<file path="config.mk">
export PLATFORM = sky130hd
export DESIGN_NAME = image_diff_posterize_sharpen_top
export DESIGN_NICKNAME = d
export VERILOG_FILES = /design/src/hw/rtl/idps_pkg.sv /design/src/hw/rtl/image_diff_posterize_sharpen_top.sv
export VERILOG_INCLUDE_DIRS = /design/src /design/src/hw/rtl
export SDC_FILE = /design/constraint.sdc
export NUM_CORES = 1
export LEC_CHECK = 0
export BUFFER_PORTS_ARGS = -buffer_cell sky130_fd_sc_hd__buf_4
export CORE_MARGIN = 3
export CORE_UTILIZATION = 50
export CTS_BUF_LIST = sky130_fd_sc_hd__clkbuf_4 sky130_fd_sc_hd__clkbuf_8 sky130_fd_sc_hd__clkbuf_16
export DETAILED_ROUTE_END_ITERATION = 8
export PLACE_DENSITY = 0.66
export RECOVER_POWER = 100
export SLEW_MARGIN = 25
export SYNTH_ARGS = -nofsm -noshare
export SYNTH_HDL_FRONTEND = slang
export SYNTH_SLANG_ARGS = --single-unit
</file>
<file path="constraint.sdc">
create_clock -name clk -period 5.95 [get_ports clk]
set_input_delay 0.8925 -clock clk [delete_from_list [all_inputs] [get_ports clk]]
set_output_delay 0.8925 -clock clk [all_outputs]
set_load 0.01 [all_outputs]
</file>
<file path="src/hw/rtl/image_diff_posterize_sharpen_top_macros.svh">
// ----------------------------------------------------------------------------
// image diff posterize sharpen assertion macros
// concurrent assertion wrappers, empty when SYNTHESIS is defined
// ----------------------------------------------------------------------------
`ifndef IMAGE_DIFF_POSTERIZE_SHARPEN_TOP_MACROS_SVH
`define IMAGE_DIFF_POSTERIZE_SHARPEN_TOP_MACROS_SVH

`ifndef SYNTHESIS
// property must hold at every edge outside reset
`define IDPS_ASSERT(lbl, clk_s, rst_s, prop, msg) \
  lbl: assert property (@(posedge clk_s) disable iff (rst_s) (prop)) else $error(msg);
// condition must never be seen outside reset
`define IDPS_ASSERT_NEVER(lbl, clk_s, rst_s, cond, msg) \
  lbl: assert property (@(posedge clk_s) disable iff (rst_s) !(cond)) else $error(msg);
`else
`define IDPS_ASSERT(lbl, clk_s, rst_s, prop, msg)
`define IDPS_ASSERT_NEVER(lbl, clk_s, rst_s, cond, msg)
`endif

`endif

</file>
<file path="src/hw/rtl/idps_pkg.sv">
// ----------------------------------------------------------------------------
// idps_pkg
// shared types, constants and level helpers of the diff posterize sharpen block
// ----------------------------------------------------------------------------
`timescale 1ns / 1ps
`default_nettype none

package idps_pkg;

  // frame geometry
  localparam int IMAGE_WIDTH  = 64;
  localparam int IMAGE_HEIGHT = 64;
  localparam int FRAME_PIXELS = IMAGE_WIDTH * IMAGE_HEIGHT;

  localparam int COL_W = $clog2(IMAGE_WIDTH);
  localparam int ROW_W = $clog2(IMAGE_HEIGHT);
  localparam int CNT_W = $clog2(FRAME_PIXELS + 1);

  localparam logic [COL_W-1:0] COL_LAST   = COL_W'(IMAGE_WIDTH - 1);
  localparam logic [ROW_W-1:0] ROW_LAST   = ROW_W'(IMAGE_HEIGHT - 1);
  localparam logic [CNT_W-1:0] FRAME_CNT  = CNT_W'(FRAME_PIXELS);
  localparam logic [CNT_W-1:0] EMIT_START = CNT_W'(IMAGE_WIDTH + 1);

  // thresholds
  localparam int THR_W = 9;
  localparam logic [THR_W-1:0] LOW_THRESHOLD_RESET  = THR_W'(32);
  localparam logic [THR_W-1:0] HIGH_THRESHOLD_RESET = THR_W'(96);

  // posterize levels
  localparam logic [7:0] LEVEL_ZERO = 8'd0;
  localparam logic [7:0] LEVEL_MID  = 8'd128;
  localparam logic [7:0] LEVEL_FULL = 8'd255;

  typedef logic [1:0] code_t;
  localparam code_t CODE_ZERO = 2'd0;
  localparam code_t CODE_MID  = 2'd1;
  localparam code_t CODE_FULL = 2'd2;

  typedef enum logic {
    OP_PIXEL = 1'b0,
    OP_DRAIN = 1'b1
  } op_t;

  typedef enum logic [0:0] {
    CFG_LOW_THRESHOLD  = 1'b0,
    CFG_HIGH_THRESHOLD = 1'b1
  } cfg_index_t;

  typedef struct packed {
    op_t        op;
    logic [7:0] pixel_a;
    logic [7:0] pixel_b;
  } in_item_t;

  typedef struct packed {
    logic [7:0] posterized;
    logic [7:0] sharpened;
    logic       frame_last;
  } out_item_t;

  function automatic logic [7:0] level_of(input code_t code);
    logic [7:0] lvl;
    case (code)
      CODE_MID:  lvl = LEVEL_MID;
      CODE_FULL: lvl = LEVEL_FULL;
      default:   lvl = LEVEL_ZERO;
    endcase
    return lvl;
  endfunction

  function automatic code_t posterize(input logic [7:0] a, input logic [7:0] b,
                                      input logic [THR_W-1:0] low_thr,
                                      input logic [THR_W-1:0] high_thr);
    logic [7:0] diff;
    code_t      code;
    diff = (a >= b) ? (a - b) : (b - a);
    if ({1'b0, diff} < low_thr) begin
      code = CODE_ZERO;
    end else if ({1'b0, diff} < high_thr) begin
      code = CODE_MID;
    end else begin
      code = CODE_FULL;
    end
    return code;
  endfunction

endpackage

`default_nettype wire

</file>
<file path="src/hw/rtl/image_diff_posterize_sharpen_top.sv">
// ----------------------------------------------------------------------------
// image_diff_posterize_sharpen_top
// absolute difference, three-level posterize and 3x3 sharpen on a pixel stream
// ----------------------------------------------------------------------------
// Takes one item per clock if not stalled: pixel pairs of a frame in raster order,
// then drain items that flush the tail. Each accepted item runs through a
// two-stage read-modify-write pipeline around the line store (a one-port-read,
// one-port-write memory of IMAGE_WIDTH entries, each holding the two lines
// above as 2-bit level codes): the accept cycle posterizes the pair and reads
// the entry of its column, the next cycle shifts the 3x3 window, writes the
// entry back and forms the sharpen result. Each result is registered into the
// result queue from the window stage; the first result of a frame comes with
// pixel IMAGE_WIDTH+2, and IMAGE_WIDTH+1 drain items deliver the remainder.
// A two-entry result queue sits at the output; once it holds one result and
// another is on its way from the window stage, an output stall raises in_stall
// in the same cycle, and in_stall drops once takes leave room for one more result.
// No memory clearing pass is needed after reset.
`timescale 1ns / 1ps
`default_nettype none

`include "image_diff_posterize_sharpen_top_macros.svh"

module image_diff_posterize_sharpen_top (
  input  wire logic                          clk,
  input  wire logic                          rst,
  // input item channel
  input  wire logic                          in_valid,
  output      logic                          in_stall,
  input  wire idps_pkg::in_item_t            in_item,
  // result item channel
  output      logic                          out_valid,
  input  wire logic                          out_stall,
  output      idps_pkg::out_item_t           out_item,
  // register writes
  input  wire logic                          cfg_valid,
  output      logic                          cfg_ready,
  input  wire idps_pkg::cfg_index_t          cfg_index,
  input  wire logic [idps_pkg::THR_W-1:0]    cfg_data
);
  import idps_pkg::*;

  // threshold registers
  logic [THR_W-1:0] low_threshold;
  logic [THR_W-1:0] high_threshold;

  // accept stage counters
  logic [CNT_W-1:0] in_count, in_count_next;
  logic [COL_W-1:0] wcol, wcol_next;
  logic [COL_W-1:0] out_col, out_col_next;
  logic [ROW_W-1:0] out_row, out_row_next;

  // window stage registers
  logic             s1_valid;
  logic             s1_emit;
  code_t            s1_code;
  logic [COL_W-1:0] s1_col;
  logic             s1_border;
  logic             s1_last;

  // line store, entry = {row n-2 code, row n-1 code}
  logic [3:0]       line_store [IMAGE_WIDTH];
  logic [3:0]       line_rdata;
  logic             fwd_hit;
  logic [3:0]       fwd_data;
  logic [3:0]       line_cur;
  logic [3:0]       line_wdata;

  // window: right column rows 0..2 plus centre-left
  code_t            win_top, win_mid, win_bot, win_left;

  // result queue
  out_item_t        ob_q0, ob_q1;
  logic [1:0]       ob_count;
  logic             push, pop;
  out_item_t        res;

  logic             accept;
  logic             is_pixel;
  logic             full;
  logic             do_shift;
  logic             do_emit;
  logic             a_last;
  logic             a_border;
  code_t            a_code;

  logic [7:0]       lv_c, lv_u, lv_d, lv_l, lv_r;
  logic signed [11:0] sharp_acc;
  logic [7:0]       sharp_clip;

  // ---------------------------------------------------------------------------
  // configuration, always ready; the block does not enforce it, but writes must come only while idle
  // ---------------------------------------------------------------------------
  assign cfg_ready = 1'b1;

  always_ff @(posedge clk) begin
    if (rst) begin
      low_threshold  <= LOW_THRESHOLD_RESET;
      high_threshold <= HIGH_THRESHOLD_RESET;
    end else if (cfg_valid && cfg_ready) begin
      unique case (cfg_index)
        CFG_LOW_THRESHOLD:  low_threshold  <= cfg_data;
        CFG_HIGH_THRESHOLD: high_threshold <= cfg_data;
      endcase
    end
  end

  // ---------------------------------------------------------------------------
  // accept stage: decide shift / emit, posterize, issue line store read
  // ---------------------------------------------------------------------------
  // stall only when the queue cannot take the result pending in the window
  // stage plus one more from this cycle
  assign pop      = out_valid && !out_stall;
  assign in_stall = ((ob_count == 2'd2) && (s1_emit || !pop)) ||
                    ((ob_count == 2'd1) && s1_emit && !pop);
  assign accept   = in_valid && !in_stall;

  assign is_pixel = (in_item.op == OP_PIXEL);
  assign full     = (in_count == FRAME_CNT);
  // pixels past frame end and drains before frame end are dropped
  assign do_shift = is_pixel ? !full : full;
  assign do_emit  = is_pixel ? (!full && (in_count >= EMIT_START)) : full;
  assign a_code   = is_pixel ?
                    posterize(in_item.pixel_a, in_item.pixel_b, low_threshold, high_threshold)
                    : CODE_ZERO;
  assign a_last   = (out_row == ROW_LAST) && (out_col == COL_LAST);
  assign a_border = (out_row == '0) || (out_row == ROW_LAST) ||
                    (out_col == '0) || (out_col == COL_LAST);

  always_comb begin
    in_count_next = in_count;
    wcol_next     = wcol;
    out_col_next  = out_col;
    out_row_next  = out_row;
    if (accept && do_shift) begin
      wcol_next = (wcol == COL_LAST) ? '0 : wcol + 1'b1;
      if (is_pixel) begin
        in_count_next = in_count + 1'b1;
      end
    end
    if (accept && do_emit) begin
      if (out_col == COL_LAST) begin
        out_col_next = '0;
        out_row_next = out_row + 1'b1;
      end else begin
        out_col_next = out_col + 1'b1;
      end
      // frame done: everything restarts at the top-left
      if (a_last) begin
        in_count_next = '0;
        wcol_next     = '0;
        out_col_next  = '0;
        out_row_next  = '0;
      end
    end
  end

  always_ff @(posedge clk) begin
    if (rst) begin
      in_count <= '0;
      wcol     <= '0;
      out_col  <= '0;
      out_row  <= '0;
      s1_valid <= 1'b0;
      s1_emit  <= 1'b0;
    end else begin
      in_count <= in_count_next;
      wcol     <= wcol_next;
      out_col  <= out_col_next;
      out_row  <= out_row_next;
      s1_valid <= accept && do_shift;
      s1_emit  <= accept && do_emit;
    end
  end

  always_ff @(posedge clk) begin
    s1_code   <= a_code;
    s1_col    <= wcol;
    s1_border <= a_border;
    s1_last   <= a_last;
  end

  // ---------------------------------------------------------------------------
  // line store: read at the accept column; the window stage writes it back in the next cycle, no later
  // ---------------------------------------------------------------------------
  assign line_cur   = fwd_hit ? fwd_data : line_rdata;
  // entry moves up one row, new code enters the lower row
  assign line_wdata = {line_cur[1:0], s1_code};

  always_ff @(posedge clk) begin
    if (s1_valid) begin
      line_store[s1_col] <= line_wdata;
    end
    line_rdata <= line_store[wcol];
  end

  // same-column write and read in one cycle (only at a frame wrap) forwards
  always_ff @(posedge clk) begin
    if (rst) begin
      fwd_hit <= 1'b0;
    end else begin
      fwd_hit <= s1_valid && (s1_col == wcol);
    end
  end

  always_ff @(posedge clk) begin
    fwd_data <= line_wdata;
  end

  // ---------------------------------------------------------------------------
  // window stage: shift window, form sharpen result from pre-shift taps
  // ---------------------------------------------------------------------------
  always_ff @(posedge clk) begin
    if (rst) begin
      win_top  <= CODE_ZERO;
      win_mid  <= CODE_ZERO;
      win_bot  <= CODE_ZERO;
      win_left <= CODE_ZERO;
    end else if (s1_valid) begin
      win_left <= win_mid;
      win_top  <= line_cur[3:2];
      win_mid  <= line_cur[1:0];
      win_bot  <= s1_code;
    end
  end

  // after the shift the centre is the old right-middle tap, the right
  // neighbour is the row n-1 code just read
  assign lv_c = level_of(win_mid);
  assign lv_u = level_of(win_top);
  assign lv_d = level_of(win_bot);
  assign lv_l = level_of(win_left);
  assign lv_r = level_of(line_cur[1:0]);

  assign sharp_acc = $signed({2'b00, lv_c, 2'b00}) + $signed({4'b0000, lv_c})
                   - $signed({4'b0000, lv_u}) - $signed({4'b0000, lv_d})
                   - $signed({4'b0000, lv_l}) - $signed({4'b0000, lv_r});

  always_comb begin
    if (sharp_acc < 0) begin
      sharp_clip = 8'd0;
    end else if (sharp_acc > 12'sd255) begin
      sharp_clip = 8'd255;
    end else begin
      sharp_clip = sharp_acc[7:0];
    end
  end

  assign res.posterized = lv_c;
  assign res.sharpened  = s1_border ? lv_c : sharp_clip;
  assign res.frame_last = s1_last;

  // ---------------------------------------------------------------------------
  // two-entry result queue
  // ---------------------------------------------------------------------------
  assign push      = s1_emit;
  assign out_valid = (ob_count != 2'd0);
  assign out_item  = ob_q0;

  always_ff @(posedge clk) begin
    if (rst) begin
      ob_count <= 2'd0;
    end else if (push && !pop) begin
      ob_count <= ob_count + 2'd1;
    end else if (pop && !push) begin
      ob_count <= ob_count - 2'd1;
    end
  end

  always_ff @(posedge clk) begin
    if (push && !pop) begin
      if (ob_count == 2'd0) begin
        ob_q0 <= res;
      end else begin
        ob_q1 <= res;
      end
    end else if (pop && !push) begin
      ob_q0 <= ob_q1;
    end else if (pop && push) begin
      if (ob_count == 2'd1) begin
        ob_q0 <= res;
      end else begin
        ob_q0 <= ob_q1;
        ob_q1 <= res;
      end
    end
  end

  // ---------------------------------------------------------------------------
  // assertions
  // ---------------------------------------------------------------------------
  `IDPS_ASSERT_NEVER(a_queue_overflow, clk, rst, push && (ob_count == 2'd2) && !pop, "result queue overflow")
  `IDPS_ASSERT_NEVER(a_count_range, clk, rst, in_count > FRAME_CNT, "pixel count past frame size")
  `IDPS_ASSERT(a_emit_shifts, clk, rst, s1_emit |-> s1_valid, "result without window shift")
  `IDPS_ASSERT(a_last_border, clk, rst, (out_valid && out_item.frame_last) |-> (out_item.sharpened == out_item.posterized), "last pixel not passed as border")
  `IDPS_ASSERT(a_level_set, clk, rst, out_valid |-> ((out_item.posterized == LEVEL_ZERO) || (out_item.posterized == LEVEL_MID) || (out_item.posterized == LEVEL_FULL)), "posterized level out of set")

endmodule

`default_nettype wire
</file>
==> results.toml <==
[pwr]
ir_worst_vdd_v = 0.000268
pwr_density_cell_nw_per_um2 = 349
p_leak_uw = 0.00632

[worst_setup_path]
crit_slowest_cell = "dfxtp_1"
crit_top_cell = "mux4_2"
crit_fanout = 46
critPathMaxStageDelay_ns = 2.33
cp_data_required_time_ns = 6.32
path_cells = "buf_4, mux4_2, mux4_2, nor3b_1, nor3_1"
critPathKind = "flip-flop to flip-flop"
arrival_ns = 4.99
crit_path_start_kind = "flip-flop"
end_kind = "flip-flop"
cpLargestDelayFamily = "flip-flops"
crit_buf_inv = 1

[cts]
cts.sinks = 358
clk_path_buf_depth = 3
post_cts_resized = 0
cts_made_buffers = 37
htree_levels = 2
insertion_delay_ns = 0.53
cts_setup_buffers = 0
cts_hold_buf = 0
path_clk_slew_ns = 0.06
cts_tree = "done"
cts-root-buf = "clkbuf_16"

[die]
fp.coreArea_um2 = 32600
dieArea_um2 = 35400
rows = 66
start_util = 0.508
die_w_um = 188
io_pins = 52
die_h_um = 188

[outcome]
violations = "max-capacitance violations, max-slew violations"
outcome = "finished, violations left"

[grt]
grt_pass1_vias = 9768
grt_pass1_wl_um = 52100
antenna_found_initial = 0
grtUsageTotal = 0.183
grt_max_degree = 67
overflow = 0

[logic_synthesis]
synth.avg_cell_area_um2 = 13.6
yosysMostFrequentCell = "edfxtp_1"
yosysTopAreaCellShare = 0.504
ys_seq_area_frac = 0.601
synth_area_um2 = 16600
yosys.area.top_type = "edfxtp_1"
synth_simple_gate_area_share = 0.0999
synth_compound_area_frac = 0.0716
ys_ff_latch = 358
synth.net_count = 1331
synthXorXnorAreaFrac = 0.0164
synth_area_leaders = "edfxtp_1 (50%), dfxtp_1 (9.7%), mux4_2 (9.2%)"
synth_top_family_by_area = "multiplexers"
yosysUniqueCellTypes = 67
async_flop_share = 0
synth-edff-count = 278
synthFlopType = "edfxtp_1"
synth_common_cells = "edfxtp_1 (278), nor2_1 (117), nand2_1 (92), dfxtp_1 (80), inv_1 (72)"
yosys_warnings = 0
synthAdderAreaFrac = 0.0663
syn_inst = 1219
muxShareOfSynthArea = 0.112

[cells_and_area]
stdcell_count = 1726
final_area_um2 = 18400
nets = 1367
area.growth.synth_to_final_pct = 11.0
drive_gt1_frac = 0.147
fillCellCount = 2688
antenna_cells = 0

[timing]
fin_setup_tns_ns = 0
slew_headroom = -0.965
rsz0062_at_grt = "no"
slew_violations = 329
fin_ws_ns = 1.33
max_freq_ghz = 0.217
finClkSkew_ns = 0.0193
fin_crit_sh = 0.776
setup_violations = 0
tightest_slew_ns = 2.94
hold_viol = 0
fin_crit_ns = 4.62

[placement]
placed_cell_area_um2 = 17300
port_buffers = 50
dp_hpwl_um = 21000
dp_cells = 1658
place_ws_ns = 1.43
gp_congestion = 0.807

[detailed_routing]
wl_per_cell_um = 18.6
ant_nets = 0
drc = 0
first_iter_violations = 733
dr_total_vias = 9673
drt_first_pass_iters = 5
drt_wl_total_um = 32000
viasPerCell = 5.60

[flow_run]
drv_cap = 6

[worst_hold_path]
hold_class = "flip-flop to flip-flop"
power by group:
part | internal [uW] | total [uW] | switching (uW)
clock network | 1340 | 2270 | 926
registers | 2870 | 2930 | 58.7
logic | 497 | 1230 | 729
total | 4710 | 6420 | 1710
path summary, 6_finish.rpt:
check	startpoint	endpoint	slack, ns	depth (start not counted)
setup / recovery	wcol[0]	line_rdata[2]	1.33	5
setup reg to reg	wcol[0]	line_rdata[2]	1.33	5
hold / removal	s1_last	ob_q1[0]	0.44	0
hold reg to reg	s1_last	ob_q1[0]	0.44	0
cells in the final DEF (no fill, tap or decap), types with 33 or more instances in the layout:
cell type,count
nor2_1,117
dfxtp_1,80
inv_1,71
nand2_1,92
mux4_2,68
buf_4,33
a21oi_1,48
edfxtp_1,278
clkbuf_16,38
ha_1,67
routing by layer:
| metal | wire length, um | share of wire | up-vias | GRT usage |
|---|---|---|---|---|
| li1 | - | - | 4640 | - |
| met1 | 14300 | 0.45 | 4740 | 0.257 |
| met2 | 15500 | 0.48 | 246 | 0.301 |
| met3 | 1510 | 0.047 | 47 | 0.0273 |
| met4 | 640 | 0.020 | 0 | 0.0459 |
| met5 | 0 | 0 | - | 0 |
layout make-up:
type,instances,area [um^2],area share
sequential,358,9950,0.541
multi-input combinational,726,6060,0.329
clock buffer,51,1050,0.0573
tap,442,553,0.0301
timing repair buffer,60,353,0.0192
inverter,72,270,0.0147
clock inverter,17,156,0.00850
logic make-up (layout without fill, tap and decap cells):
group / count (synthesis) / in the layout
muxes: 99 / 99
AOI/OAI and AO/OA: 172 / 172
DFF: 358 / 358
buffers and inverters: 135 / 200
adders and majority gates: 80 / 80
xor gates and xnor gates: 31 / 31
and+or+nand+nor: 343 / 343
other: 1 / 1
metrics by stage:
stage	hold slack (ns)	total power (uW)	util
floorplan	0.329	3890	-
global placement	0.422	4190	0.531
detailed placement	0.432	4230	0.531
CTS	0.447	6500	0.568
global route	0.456	6750	0.564
finish	0.441	6420	0.564
flip-flops by register name (all words and copies together), names as in the netlist, 6 cells and up:
name and cells:
line_store 256, wcol 6, in_count 13, out_item 11, high_threshold 9, ob_q1 11
out_row 6, low_threshold 9, s1_col 6, out_col 6
Note: power is estimated with default switching activity, not from simulation.
